## src/rtl/wsfv_pkg.sv

```systemverilog
// Shared types, codes and helper functions for the WebSocket frame validator.
// No dependencies; used by websocket_frame_validator_top.
`default_nettype none

package wsfv_pkg;

  // Field widths
  localparam int unsigned LenW     = 63;
  localparam int unsigned InDataW  = 88;   // 81 bits of fields, padded to bytes
  localparam int unsigned OutDataW = 8;    // 7 bits of fields, padded to a byte

  // Opcodes
  localparam logic [3:0] OP_CONT  = 4'h0;
  localparam logic [3:0] OP_TEXT  = 4'h1;
  localparam logic [3:0] OP_BIN   = 4'h2;
  localparam logic [3:0] OP_CLOSE = 4'h8;
  localparam logic [3:0] OP_PONG  = 4'hA;

  // Input kind carried in tuser
  localparam logic FUNC_HEADER  = 1'b0;
  localparam logic FUNC_PAYLOAD = 1'b1;

  // Frame kinds
  localparam logic [1:0] KIND_OTHER = 2'd0;
  localparam logic [1:0] KIND_TEXT  = 2'd1;
  localparam logic [1:0] KIND_CLOSE = 2'd2;

  // Violation codes
  localparam logic [3:0] V_NONE       = 4'd0;
  localparam logic [3:0] V_OPCODE     = 4'd1;
  localparam logic [3:0] V_RSV        = 4'd2;
  localparam logic [3:0] V_CTRL_FRAG  = 4'd3;
  localparam logic [3:0] V_CTRL_LONG  = 4'd4;
  localparam logic [3:0] V_UNMASKED   = 4'd5;
  localparam logic [3:0] V_MASKED     = 4'd6;
  localparam logic [3:0] V_ORPHAN     = 4'd7;
  localparam logic [3:0] V_NEW_IN_FRG = 4'd8;
  localparam logic [3:0] V_TEXT_UTF8  = 4'd9;
  localparam logic [3:0] V_CLOSE_ONE  = 4'd10;
  localparam logic [3:0] V_CLOSE_CODE = 4'd11;
  localparam logic [3:0] V_REASON_UTF = 4'd12;

  // Close status codes
  localparam logic [1:0] CS_NONE     = 2'd0;
  localparam logic [1:0] CS_PROTOCOL = 2'd1;
  localparam logic [1:0] CS_PAYLOAD  = 2'd2;

  // Configuration register indexes
  localparam logic CFG_IS_SERVER = 1'b0;
  localparam logic CFG_EXT_NEG   = 1'b1;

  localparam logic [6:0] CTRL_MAX_LEN = 7'd125;

  // Unpacked input item
  typedef struct packed {
    logic            func;
    logic            fin;
    logic [2:0]      rsv_bits;
    logic [3:0]      opcode;
    logic            masked;
    logic [LenW-1:0] payload_length;
    logic            has_payload;
    logic [7:0]      data_byte;
    logic            last_byte;
  } item_t;

  // Loose UTF-8 checker state
  typedef struct packed {
    logic [1:0] pending;
    logic       fault;
  } utf8_t;

  // One byte through the UTF-8 checker
  function automatic utf8_t utf8_feed(utf8_t s, logic [7:0] b);
    utf8_t r;
    r = s;
    if (s.pending != 2'd0) begin
      if ((b & 8'hC0) != 8'h80) r.fault = 1'b1;
      else r.pending = s.pending - 2'd1;
    end else if (b[7]) begin
      if ((b & 8'hE0) == 8'hC0) r.pending = 2'd1;
      else if ((b & 8'hF0) == 8'hE0) r.pending = 2'd2;
      else if ((b & 8'hF8) == 8'hF0) r.pending = 2'd3;
      else r.fault = 1'b1;
    end
    return r;
  endfunction

  // Close codes that are not allowed on the wire
  function automatic logic close_code_bad(logic [15:0] c);
    return (c < 16'd1000) || (c >= 16'd1004 && c <= 16'd1006) ||
           (c >= 16'd1012 && c <= 16'd2999);
  endfunction

  // Close status for a violation
  function automatic logic [1:0] status_of(logic [3:0] v);
    logic [1:0] s;
    s = CS_NONE;
    if (v == V_TEXT_UTF8 || v == V_REASON_UTF) s = CS_PAYLOAD;
    else if (v != V_NONE) s = CS_PROTOCOL;
    return s;
  endfunction

endpackage

`default_nettype wire

```

## src/rtl/websocket_frame_validator_top.sv

```systemverilog
// WebSocket frame validator top level: header checks, fragmentation tracking,
// UTF-8 and close-payload checks, one verdict per frame. Uses wsfv_pkg.
`default_nettype none

// Channel  | Direction | Handshake          | Contents
// s_       | in        | s_tvalid/s_tready  | header or payload byte item
// m_       | out       | m_tvalid/m_tready  | one verdict per finished frame
// cfg_     | in        | cfg_valid/cfg_ready| register index and value
//
// One item per cycle while the output is not stalled; an item is held in the input register
// and its verdict is then loaded into the output register.
// The output register decouples the sides: input stalls only while a verdict
// waits and m_tready is low. Configuration is always ready.
// rst (synchronous, high) clears valids, fragmentation and frame state, and
// loads is_server = 1, extensions_negotiated = 0.

module websocket_frame_validator_top (
  input  wire logic                         clk,
  input  wire logic                         rst,
  // stream in
  input  wire logic                         s_tvalid,
  output logic                              s_tready,
  // tdata: fin, rsv_bits[2:0], opcode[3:0], masked, payload_length[62:0],
  //        has_payload, data_byte[7:0], zero pad
  input  wire logic [wsfv_pkg::InDataW-1:0] s_tdata,
  input  wire logic                         s_tuser,  // func
  input  wire logic                         s_tlast,  // last_byte
  // stream out
  output logic                              m_tvalid,
  input  wire logic                         m_tready,
  // tdata: frame_ok, violation[3:0], close_status[1:0], zero pad
  output logic [wsfv_pkg::OutDataW-1:0]     m_tdata,
  // configuration
  input  wire logic                         cfg_valid,
  output logic                              cfg_ready,
  input  wire logic                         cfg_index,
  input  wire logic                         cfg_data
);

  // Configuration registers
  logic is_server;
  logic extensions_negotiated;

  assign cfg_ready = 1'b1;

  always_ff @(posedge clk) begin
    if (rst) begin
      is_server             <= 1'b1;
      extensions_negotiated <= 1'b0;
    end else if (cfg_valid && cfg_ready) begin
      case (cfg_index)
        wsfv_pkg::CFG_IS_SERVER: is_server             <= cfg_data;
        wsfv_pkg::CFG_EXT_NEG:   extensions_negotiated <= cfg_data;
        default: ;
      endcase
    end
  end

  // Input register
  logic            in_valid;
  wsfv_pkg::item_t item;
  logic            adv;

  assign adv      = !m_tvalid || m_tready;
  assign s_tready = !in_valid || adv;

  always_ff @(posedge clk) begin
    if (rst) begin
      in_valid <= 1'b0;
    end else if (s_tready) begin
      in_valid <= s_tvalid;
    end
  end

  always_ff @(posedge clk) begin
    if (s_tvalid && s_tready) begin
      item.func           <= s_tuser;
      item.fin            <= s_tdata[0];
      item.rsv_bits       <= s_tdata[3:1];
      item.opcode         <= s_tdata[7:4];
      item.masked         <= s_tdata[8];
      item.payload_length <= s_tdata[71:9];
      item.has_payload    <= s_tdata[72];
      item.data_byte      <= s_tdata[80:73];
      item.last_byte      <= s_tlast;
    end
  end

  // Frame state
  logic              in_fragment, in_fragment_next;
  logic              frame_active, frame_active_next;
  logic [1:0]        frame_kind, frame_kind_next;
  logic [3:0]        header_fault, header_fault_next;
  logic [1:0]        byte_count, byte_count_next;
  logic [15:0]       close_code_value, close_code_value_next;
  wsfv_pkg::utf8_t   utf8, utf8_next;

  logic       produce;
  logic [3:0] verdict;
  logic       step;

  assign step = in_valid && adv;

  // Header checks, in priority order
  logic       is_ctrl;
  logic       op_bad;
  logic       len_long;
  logic [3:0] hdr_v;
  logic       frag_after;

  always_comb begin
    is_ctrl    = item.opcode[3];
    op_bad     = (item.opcode > wsfv_pkg::OP_PONG) ||
                 (item.opcode > wsfv_pkg::OP_BIN && !item.opcode[3]);
    len_long   = (|item.payload_length[wsfv_pkg::LenW-1:7]) ||
                 (item.payload_length[6:0] > wsfv_pkg::CTRL_MAX_LEN);
    hdr_v      = wsfv_pkg::V_NONE;
    frag_after = in_fragment;
    if (op_bad) hdr_v = wsfv_pkg::V_OPCODE;
    else if (!extensions_negotiated && item.rsv_bits != 3'd0) hdr_v = wsfv_pkg::V_RSV;
    else if (is_ctrl && !item.fin) hdr_v = wsfv_pkg::V_CTRL_FRAG;
    else if (is_ctrl && len_long) hdr_v = wsfv_pkg::V_CTRL_LONG;
    else if (is_server && !item.masked) hdr_v = wsfv_pkg::V_UNMASKED;
    else if (!is_server && item.masked) hdr_v = wsfv_pkg::V_MASKED;
    else if (item.opcode == wsfv_pkg::OP_CONT) begin
      if (!in_fragment) hdr_v = wsfv_pkg::V_ORPHAN;
      else if (item.fin) frag_after = 1'b0;
    end else if (item.opcode == wsfv_pkg::OP_TEXT || item.opcode == wsfv_pkg::OP_BIN) begin
      if (in_fragment) hdr_v = wsfv_pkg::V_NEW_IN_FRG;
      else if (!item.fin) frag_after = 1'b1;
    end
    if (hdr_v != wsfv_pkg::V_NONE) frag_after = 1'b0;
  end

  // Per-item state update and verdict
  wsfv_pkg::utf8_t fed;
  logic [15:0]     code_shift;

  always_comb begin
    in_fragment_next      = in_fragment;
    frame_active_next     = frame_active;
    frame_kind_next       = frame_kind;
    header_fault_next     = header_fault;
    byte_count_next       = byte_count;
    close_code_value_next = close_code_value;
    utf8_next             = utf8;
    produce               = 1'b0;
    verdict               = wsfv_pkg::V_NONE;
    fed                   = wsfv_pkg::utf8_feed(utf8, item.data_byte);
    code_shift            = {close_code_value[7:0], item.data_byte};

    if (item.func == wsfv_pkg::FUNC_HEADER) begin
      // New header restarts frame state
      in_fragment_next      = frag_after;
      frame_kind_next       = (item.opcode == wsfv_pkg::OP_TEXT)  ? wsfv_pkg::KIND_TEXT  :
                              (item.opcode == wsfv_pkg::OP_CLOSE) ? wsfv_pkg::KIND_CLOSE :
                                                                    wsfv_pkg::KIND_OTHER;
      header_fault_next     = hdr_v;
      byte_count_next       = 2'd0;
      close_code_value_next = 16'd0;
      utf8_next             = '0;
      frame_active_next     = item.has_payload;
      produce               = !item.has_payload;
      verdict               = hdr_v;
    end else if (frame_active) begin
      // Payload byte of an open frame
      if (header_fault == wsfv_pkg::V_NONE) begin
        if (frame_kind == wsfv_pkg::KIND_TEXT) begin
          utf8_next = fed;
        end else if (frame_kind == wsfv_pkg::KIND_CLOSE) begin
          if (byte_count < 2'd2) close_code_value_next = code_shift;
          else utf8_next = fed;
        end
      end
      if (byte_count != 2'd3) byte_count_next = byte_count + 2'd1;

      if (item.last_byte) begin
        frame_active_next = 1'b0;
        produce           = 1'b1;
        verdict           = header_fault;
        if (header_fault == wsfv_pkg::V_NONE) begin
          if (frame_kind == wsfv_pkg::KIND_TEXT) begin
            if (utf8_next.fault || utf8_next.pending != 2'd0)
              verdict = wsfv_pkg::V_TEXT_UTF8;
          end else if (frame_kind == wsfv_pkg::KIND_CLOSE) begin
            if (byte_count_next == 2'd1)
              verdict = wsfv_pkg::V_CLOSE_ONE;
            else if (wsfv_pkg::close_code_bad(close_code_value_next))
              verdict = wsfv_pkg::V_CLOSE_CODE;
            else if (utf8_next.fault || utf8_next.pending != 2'd0)
              verdict = wsfv_pkg::V_REASON_UTF;
          end
        end
        if (verdict != wsfv_pkg::V_NONE) in_fragment_next = 1'b0;
      end
    end
  end

  always_ff @(posedge clk) begin
    if (rst) begin
      in_fragment      <= 1'b0;
      frame_active     <= 1'b0;
      frame_kind       <= wsfv_pkg::KIND_OTHER;
      header_fault     <= wsfv_pkg::V_NONE;
      byte_count       <= 2'd0;
      close_code_value <= 16'd0;
      utf8             <= '0;
    end else if (step) begin
      in_fragment      <= in_fragment_next;
      frame_active     <= frame_active_next;
      frame_kind       <= frame_kind_next;
      header_fault     <= header_fault_next;
      byte_count       <= byte_count_next;
      close_code_value <= close_code_value_next;
      utf8             <= utf8_next;
    end
  end

  // Output register
  logic out_load;
  assign out_load = step && produce;

  always_ff @(posedge clk) begin
    if (rst) begin
      m_tvalid <= 1'b0;
    end else if (out_load) begin
      m_tvalid <= 1'b1;
    end else if (m_tready) begin
      m_tvalid <= 1'b0;
    end
  end

  always_ff @(posedge clk) begin
    if (out_load) begin
      m_tdata <= {1'b0, wsfv_pkg::status_of(verdict), verdict,
                  (verdict == wsfv_pkg::V_NONE)};
    end
  end

`ifndef ASSERT_OFF
  // Verdict flag agrees with the violation code
  a_ok_matches_code: assert property (@(posedge clk) disable iff (rst)
    m_tvalid |-> (m_tdata[0] == (m_tdata[4:1] == wsfv_pkg::V_NONE)))
    else $error("frame_ok disagrees with violation");

  // Invalid payload status only for the two UTF-8 violations
  a_status_payload: assert property (@(posedge clk) disable iff (rst)
    m_tvalid |-> ((m_tdata[6:5] == wsfv_pkg::CS_PAYLOAD) ==
                  (m_tdata[4:1] == wsfv_pkg::V_TEXT_UTF8 ||
                   m_tdata[4:1] == wsfv_pkg::V_REASON_UTF)))
    else $error("close_status disagrees with violation");

  // A failing verdict clears the fragmentation state
  a_fault_clears_frag: assert property (@(posedge clk) disable iff (rst)
    (out_load && verdict != wsfv_pkg::V_NONE) |=> !in_fragment)
    else $error("fragment state survived a violation");

  // A verdict is never produced while the output slot is full and stalled
  a_no_overwrite: assert property (@(posedge clk) disable iff (rst)
    (m_tvalid && !m_tready) |-> !out_load)
    else $error("verdict overwrote a pending result");
`endif

endmodule

`default_nettype wire
```

## config.mk

```make
export PLATFORM = sky130hd
export DESIGN_NAME = websocket_frame_validator_top
export DESIGN_NICKNAME = d
export VERILOG_FILES = /design/src/rtl/wsfv_pkg.sv /design/src/rtl/websocket_frame_validator_top.sv
export SDC_FILE = /design/constraint.sdc
export NUM_CORES = 1
export LEC_CHECK = 0
export BUFFER_PORTS_ARGS = -buffer_cell sky130_fd_sc_hd__buf_2
export CAP_MARGIN = 10
export CORE_ASPECT_RATIO = 1.5
export CORE_MARGIN = 2
export CORE_UTILIZATION = 50
export DETAILED_ROUTE_END_ITERATION = 6
export MAX_ROUTING_LAYER = met4
export PLACE_DENSITY = 0.82
export REMOVE_ABC_BUFFERS = 1
export SYNTH_ARGS = -nofsm -noshare
export SYNTH_HDL_FRONTEND = slang
export SYNTH_SLANG_ARGS = --single-unit
export TNS_END_PERCENT = 1
```

## constraint.sdc

```tcl
create_clock -name clk -period 7.5 [get_ports clk]
set_input_delay 2.25 -clock clk [delete_from_list [all_inputs] [get_ports clk]]
set_output_delay 2.25 -clock clk [all_outputs]
set_load 0.1 [all_outputs]
```

==> run_summary.xml <==
<?xml version="1.0" encoding="UTF-8"?>
<metrics>
  <group name="status">
    <metric name="outcome" unit="">finished clean</metric>
  </group>
  <group name="job">
    <metric name="maxCapViolCount" unit="">0</metric>
  </group>
  <group name="floorplanning">
    <metric name="dieArea" unit="um^2">10910</metric>
    <metric name="floorplan.die.width" unit="um">85.97</metric>
    <metric name="die_height" unit="um">126.9</metric>
    <metric name="std_cell_rows" unit="">44</metric>
    <metric name="initial_core_util" unit="">0.5171</metric>
    <metric name="design.core.area" unit="um^2">9744</metric>
    <metric name="io-pin-count" unit="">108</metric>
  </group>
  <group name="setup_path">
    <metric name="path_cells" unit="">buf_2 &gt; inv_1 &gt; nand3_1 &gt; buf_2</metric>
    <metric name="cp.required" unit="ns">5.25</metric>
    <metric name="path_class" unit="">input pin to primary output</metric>
    <metric name="setup.worst_path.start" unit="">m_tready</metric>
    <metric name="worst-endpoint-arrival" unit="ns">2.94</metric>
    <metric name="critical_path.top_delay_family" unit="">buffers and inverters</metric>
    <metric name="cp_common_cell" unit="">sky130_fd_sc_hd__buf_2</metric>
    <metric name="critPathSlowestCell" unit="">sky130_fd_sc_hd__buf_2</metric>
    <metric name="worstSetupStartpointType" unit="">input pin</metric>
    <metric name="cp_slowest_stage_delay" unit="ns">0.43</metric>
    <metric name="timing.critical_path.fanout_max" unit="">3</metric>
    <metric name="setup.worst_path.end_class" unit="">primary output</metric>
    <metric name="r2r-start" unit="">utf8[1]</metric>
    <metric name="crit_buf_inv" unit="">3</metric>
  </group>
  <group name="logic_synthesis">
    <metric name="fraction_of_synthesis_flops_using_an_asynchronous_set_or_reset_pin" unit="">0</metric>
    <metric name="postSynthAreaPerCell" unit="um^2">12.95</metric>
    <metric name="post_synthesis_sequential_element_count" unit="">122</metric>
    <metric name="ys.flop_type" unit="">sky130_fd_sc_hd__edfxtp_1</metric>
    <metric name="total_number_of_yosys_warnings" unit="">0</metric>
    <metric name="synth_seq_area_share" unit="">0.6615</metric>
    <metric name="post_synth_num_cell_types" unit="">71</metric>
    <metric name="postSynthCellCount" unit="">389</metric>
    <metric name="netlist_area_pre_place" unit="um^2">5039</metric>
    <metric name="post_synth_edffs" unit="">89</metric>
  </group>
  <group name="clock_tree">
    <metric name="clock_latency_of_the_later_clocked_register_in_the_worst_skew_pair" unit="ns">0.41</metric>
    <metric name="cts.repair.resized" unit="">0</metric>
    <metric name="clock_sink_count" unit="">122</metric>
    <metric name="clk_pin_slew" unit="ns">0.05</metric>
    <metric name="cts_htree_levels" unit="">4</metric>
    <metric name="cts.path.max_buffers" unit="">2</metric>
    <metric name="clk_root_buffer_cell" unit="">sky130_fd_sc_hd__clkbuf_16</metric>
    <metric name="cts_made_buffers" unit="">17</metric>
    <metric name="cts.hold.buffers_added" unit="">0</metric>
    <metric name="cts_tree" unit="">done</metric>
    <metric name="postCtsSetupRepairBufs" unit="">0</metric>
  </group>
  <group name="drt">
    <metric name="route.detailed.drc" unit="">0</metric>
    <metric name="ant_nets" unit="">0</metric>
    <metric name="drtIter0Drc" unit="">300</metric>
    <metric name="vias_per_cell" unit="">5.762</metric>
    <metric name="drt-pass1-iter-count" unit="">5</metric>
    <metric name="wl_per_cell" unit="um">16.38</metric>
    <metric name="routed_wl" unit="um">10190</metric>
    <metric name="route.vias.total" unit="">3584</metric>
  </group>
  <group name="sta">
    <metric name="period_minus_slack" unit="ns">5.192</metric>
    <metric name="achievable-frequency" unit="MHz">192.6</metric>
    <metric name="endpoints_failing_hold" unit="">0</metric>
    <metric name="clock-skew-final" unit="ns">0.006369</metric>
    <metric name="grt_setup_unrepaired" unit="">no</metric>
    <metric name="period_share" unit="">0.6923</metric>
    <metric name="total_negative_setup_slack" unit="ns">0</metric>
    <metric name="timing.max_slew.rel_slack" unit="">0.2498</metric>
    <metric name="hold-worst-slack" unit="ns">0.4663</metric>
    <metric name="final_max_slew_viol_count" unit="">0</metric>
    <metric name="max_slew.worst_pin.slew" unit="ns">1.118</metric>
    <metric name="setup-violations-final" unit="">0</metric>
  </group>
  <group name="final_layout">
    <metric name="syn2layout_area_growth" unit="%">23.64</metric>
    <metric name="fin_util" unit="">0.6393</metric>
    <metric name="antenna-diode-count" unit="">0</metric>
    <metric name="drive_gt1_frac" unit="">0.3018</metric>
    <metric name="final_area" unit="um^2">6230</metric>
    <metric name="numnets_final" unit="">592</metric>
  </group>
  <group name="power">
    <metric name="power_per_cell_area" unit="nW/um^2">273.7</metric>
    <metric name="p_leak" unit="uW">0.002285</metric>
    <metric name="total_power" unit="uW">1705</metric>
    <metric name="power.ir.vdd_worst" unit="mV">0.2083</metric>
  </group>
  <group name="place">
    <metric name="port_buffers" unit="">97</metric>
    <metric name="dp_hpwl" unit="um">6972</metric>
    <metric name="place_congestion" unit="">0.9278</metric>
    <metric name="dpl-instance-area" unit="um^2">5607</metric>
  </group>
  <group name="global_route">
    <metric name="grtUsageTotal" unit="">0.2032</metric>
    <metric name="grt_pass1_wl" unit="um">16480</metric>
    <metric name="grt-ovfl-total" unit="">0</metric>
    <metric name="maximum_number_of_pins_on_one_net_before_global_route_repair" unit="">83</metric>
    <metric name="first_global_vias" unit="">3642</metric>
    <metric name="antenna_found_initial" unit="">0</metric>
  </group>
  <group name="hold_path">
    <metric name="hold_path_startpoint" unit="">utf8[0]</metric>
    <metric name="hp-class" unit="">flip-flop to flip-flop</metric>
  </group>
</metrics>
-- cell usage after synthesis, types with 2 or more instances --
library cell               count  area, um^2
sky130_fd_sc_hd__edfxtp_1     89        2673
sky130_fd_sc_hd__nor2_1       40       150.1
sky130_fd_sc_hd__dfxtp_1      33       660.6
sky130_fd_sc_hd__nand2_1      22       82.58
sky130_fd_sc_hd__a21oi_1      20       100.1
sky130_fd_sc_hd__nor4_1       19       118.9
sky130_fd_sc_hd__a22oi_1      16       120.1
sky130_fd_sc_hd__inv_1        11       41.29
sky130_fd_sc_hd__o21ai_0      10       50.05
sky130_fd_sc_hd__nand3_1       8       40.04
sky130_fd_sc_hd__nor3_1        8       40.04
sky130_fd_sc_hd__clkbuf_1      7       26.28
sky130_fd_sc_hd__nand2b_1      7       43.79
sky130_fd_sc_hd__nor2b_1       7       43.79
sky130_fd_sc_hd__nand4_1       5       31.28
sky130_fd_sc_hd__a31oi_1       4       25.02
sky130_fd_sc_hd__mux2i_1       4       40.04
sky130_fd_sc_hd__or2_2         4       25.02
sky130_fd_sc_hd__nor4b_1       3       26.28
sky130_fd_sc_hd__o211ai_1      3       22.52
sky130_fd_sc_hd__o21ai_1       3       15.01
sky130_fd_sc_hd__a211oi_1      2       15.01
sky130_fd_sc_hd__a21o_1        2       15.01
sky130_fd_sc_hd__a41oi_1       2       17.52
sky130_fd_sc_hd__and2b_2       2       17.52
sky130_fd_sc_hd__and3_1        2       12.51
sky130_fd_sc_hd__buf_4         2       15.01
sky130_fd_sc_hd__buf_6         2       22.52
sky130_fd_sc_hd__conb_1        2       7.510
sky130_fd_sc_hd__nand3_2       2       20.02
sky130_fd_sc_hd__nand3b_1      2       15.01
sky130_fd_sc_hd__nor4_4        2       42.54
sky130_fd_sc_hd__o21bai_1      2       15.01
sky130_fd_sc_hd__o31a_4        2       35.03
sky130_fd_sc_hd__o31ai_4       2       42.54
sky130_fd_sc_hd__o41ai_1       2       17.52
sky130_fd_sc_hd__or4b_1        2       20.02
-- cells by family (layout without fill, tap and decap cells) --
| kind of cell | after synthesis | count (layout) | share of synthesized area |
|---|---|---|---|
| and+or+nand+nor | 146 | 146 | 0.1639 |
| DFF | 122 | 122 | 0.6615 |
| AOI/OAI and AO/OA | 87 | 87 | 0.1316 |
| buffers and inverters | 24 | 142 | 0.02558 |
| muxes | 4 | 4 | 0.007947 |
| adders and majority gates | 2 | 2 | 0.004470 |
| other | 2 | 2 | 0.001490 |
| xor gates and xnor gates | 2 | 2 | 0.003477 |
-- path summary, 6_finish.rpt --
check | to | slack (ns) | cells after the start
setup / recovery | s_tready | 2.31 | 4
hold / removal | utf8[0] | 0.47 | 2
setup reg to reg | m_tdata[5] | 4.50 | 10
hold reg to reg | utf8[0] | 0.47 | 2
-- report_power, final --
group | leakage (uW) | switching [uW] | internal [uW] | total, uW
combinational | 0.000862 | 52.4 | 32.7 | 85.1
sequential | 0.00113 | 16.2 | 757 | 773
clock | 0.000291 | 292 | 555 | 847
-- layout make-up --
class,instances,area [um^2]
inverters,12,45.04
clock inverters,15,197.7
clock buffers,17,425.4
flip-flops and latches,122,3333
well taps,115,143.9
repair buffers,98,493.0
multi-input cells,243,1592
fillers,710,3515
-- placed cells by master (no fill, tap or decap), types with 8 or more instances in the layout --
cell	count
sky130_fd_sc_hd__nor3_1	8
sky130_fd_sc_hd__edfxtp_1	89
sky130_fd_sc_hd__clkbuf_16	17
sky130_fd_sc_hd__nand2_1	22
sky130_fd_sc_hd__a21oi_1	20
sky130_fd_sc_hd__nand3_1	8
sky130_fd_sc_hd__nor2_1	40
sky130_fd_sc_hd__inv_1	11
sky130_fd_sc_hd__dfxtp_1	33
sky130_fd_sc_hd__nor4_1	19
sky130_fd_sc_hd__a22oi_1	16
sky130_fd_sc_hd__o21ai_0	10
sky130_fd_sc_hd__buf_2	97
-- registers in the layout (all words and copies together) (netlist names) --
name and cells:
is_server 1, header_fault 4, frame_active 1, extensions_negotiated 1, close_code_value 16, frame_kind 2, m_tdata 7, byte_count 2
is_ctrl 1, code_shift 8, in_fragment 1, in_valid 1, item 73, utf8 3, m_tvalid 1
-- metal layers --
metal  track usage  wire [um]  up-vias
met5             -          0        -
met4       0.09897        250        0
met3       0.05791        544       24
met2        0.3461       5567      135
met1        0.2126       3828     1711
li1              -          -     1714
-- worst reg2reg max path, cell delays in order, from the launching register on --
cell                        delay, ns
sky130_fd_sc_hd__dfxtp_1         0.41
sky130_fd_sc_hd__inv_1           0.07
sky130_fd_sc_hd__ha_1            0.28
sky130_fd_sc_hd__or3b_1          0.38
sky130_fd_sc_hd__o221ai_1        0.13
sky130_fd_sc_hd__o2111ai_2       0.16
sky130_fd_sc_hd__a221oi_2        0.43
sky130_fd_sc_hd__o21ai_1         0.14
sky130_fd_sc_hd__o31a_4          0.34
sky130_fd_sc_hd__nor4_4          0.30
sky130_fd_sc_hd__nor3_1          0.09
-- metrics by stage --
stage	std cells	setup WS [ns]
floorplan	377	0.4953
global placement	590	2.312
detailed placement	590	2.302
CTS	622	2.303
global route	622	2.235
finish	622	2.308
No activity file was read; power rests on OpenSTA's default activity.
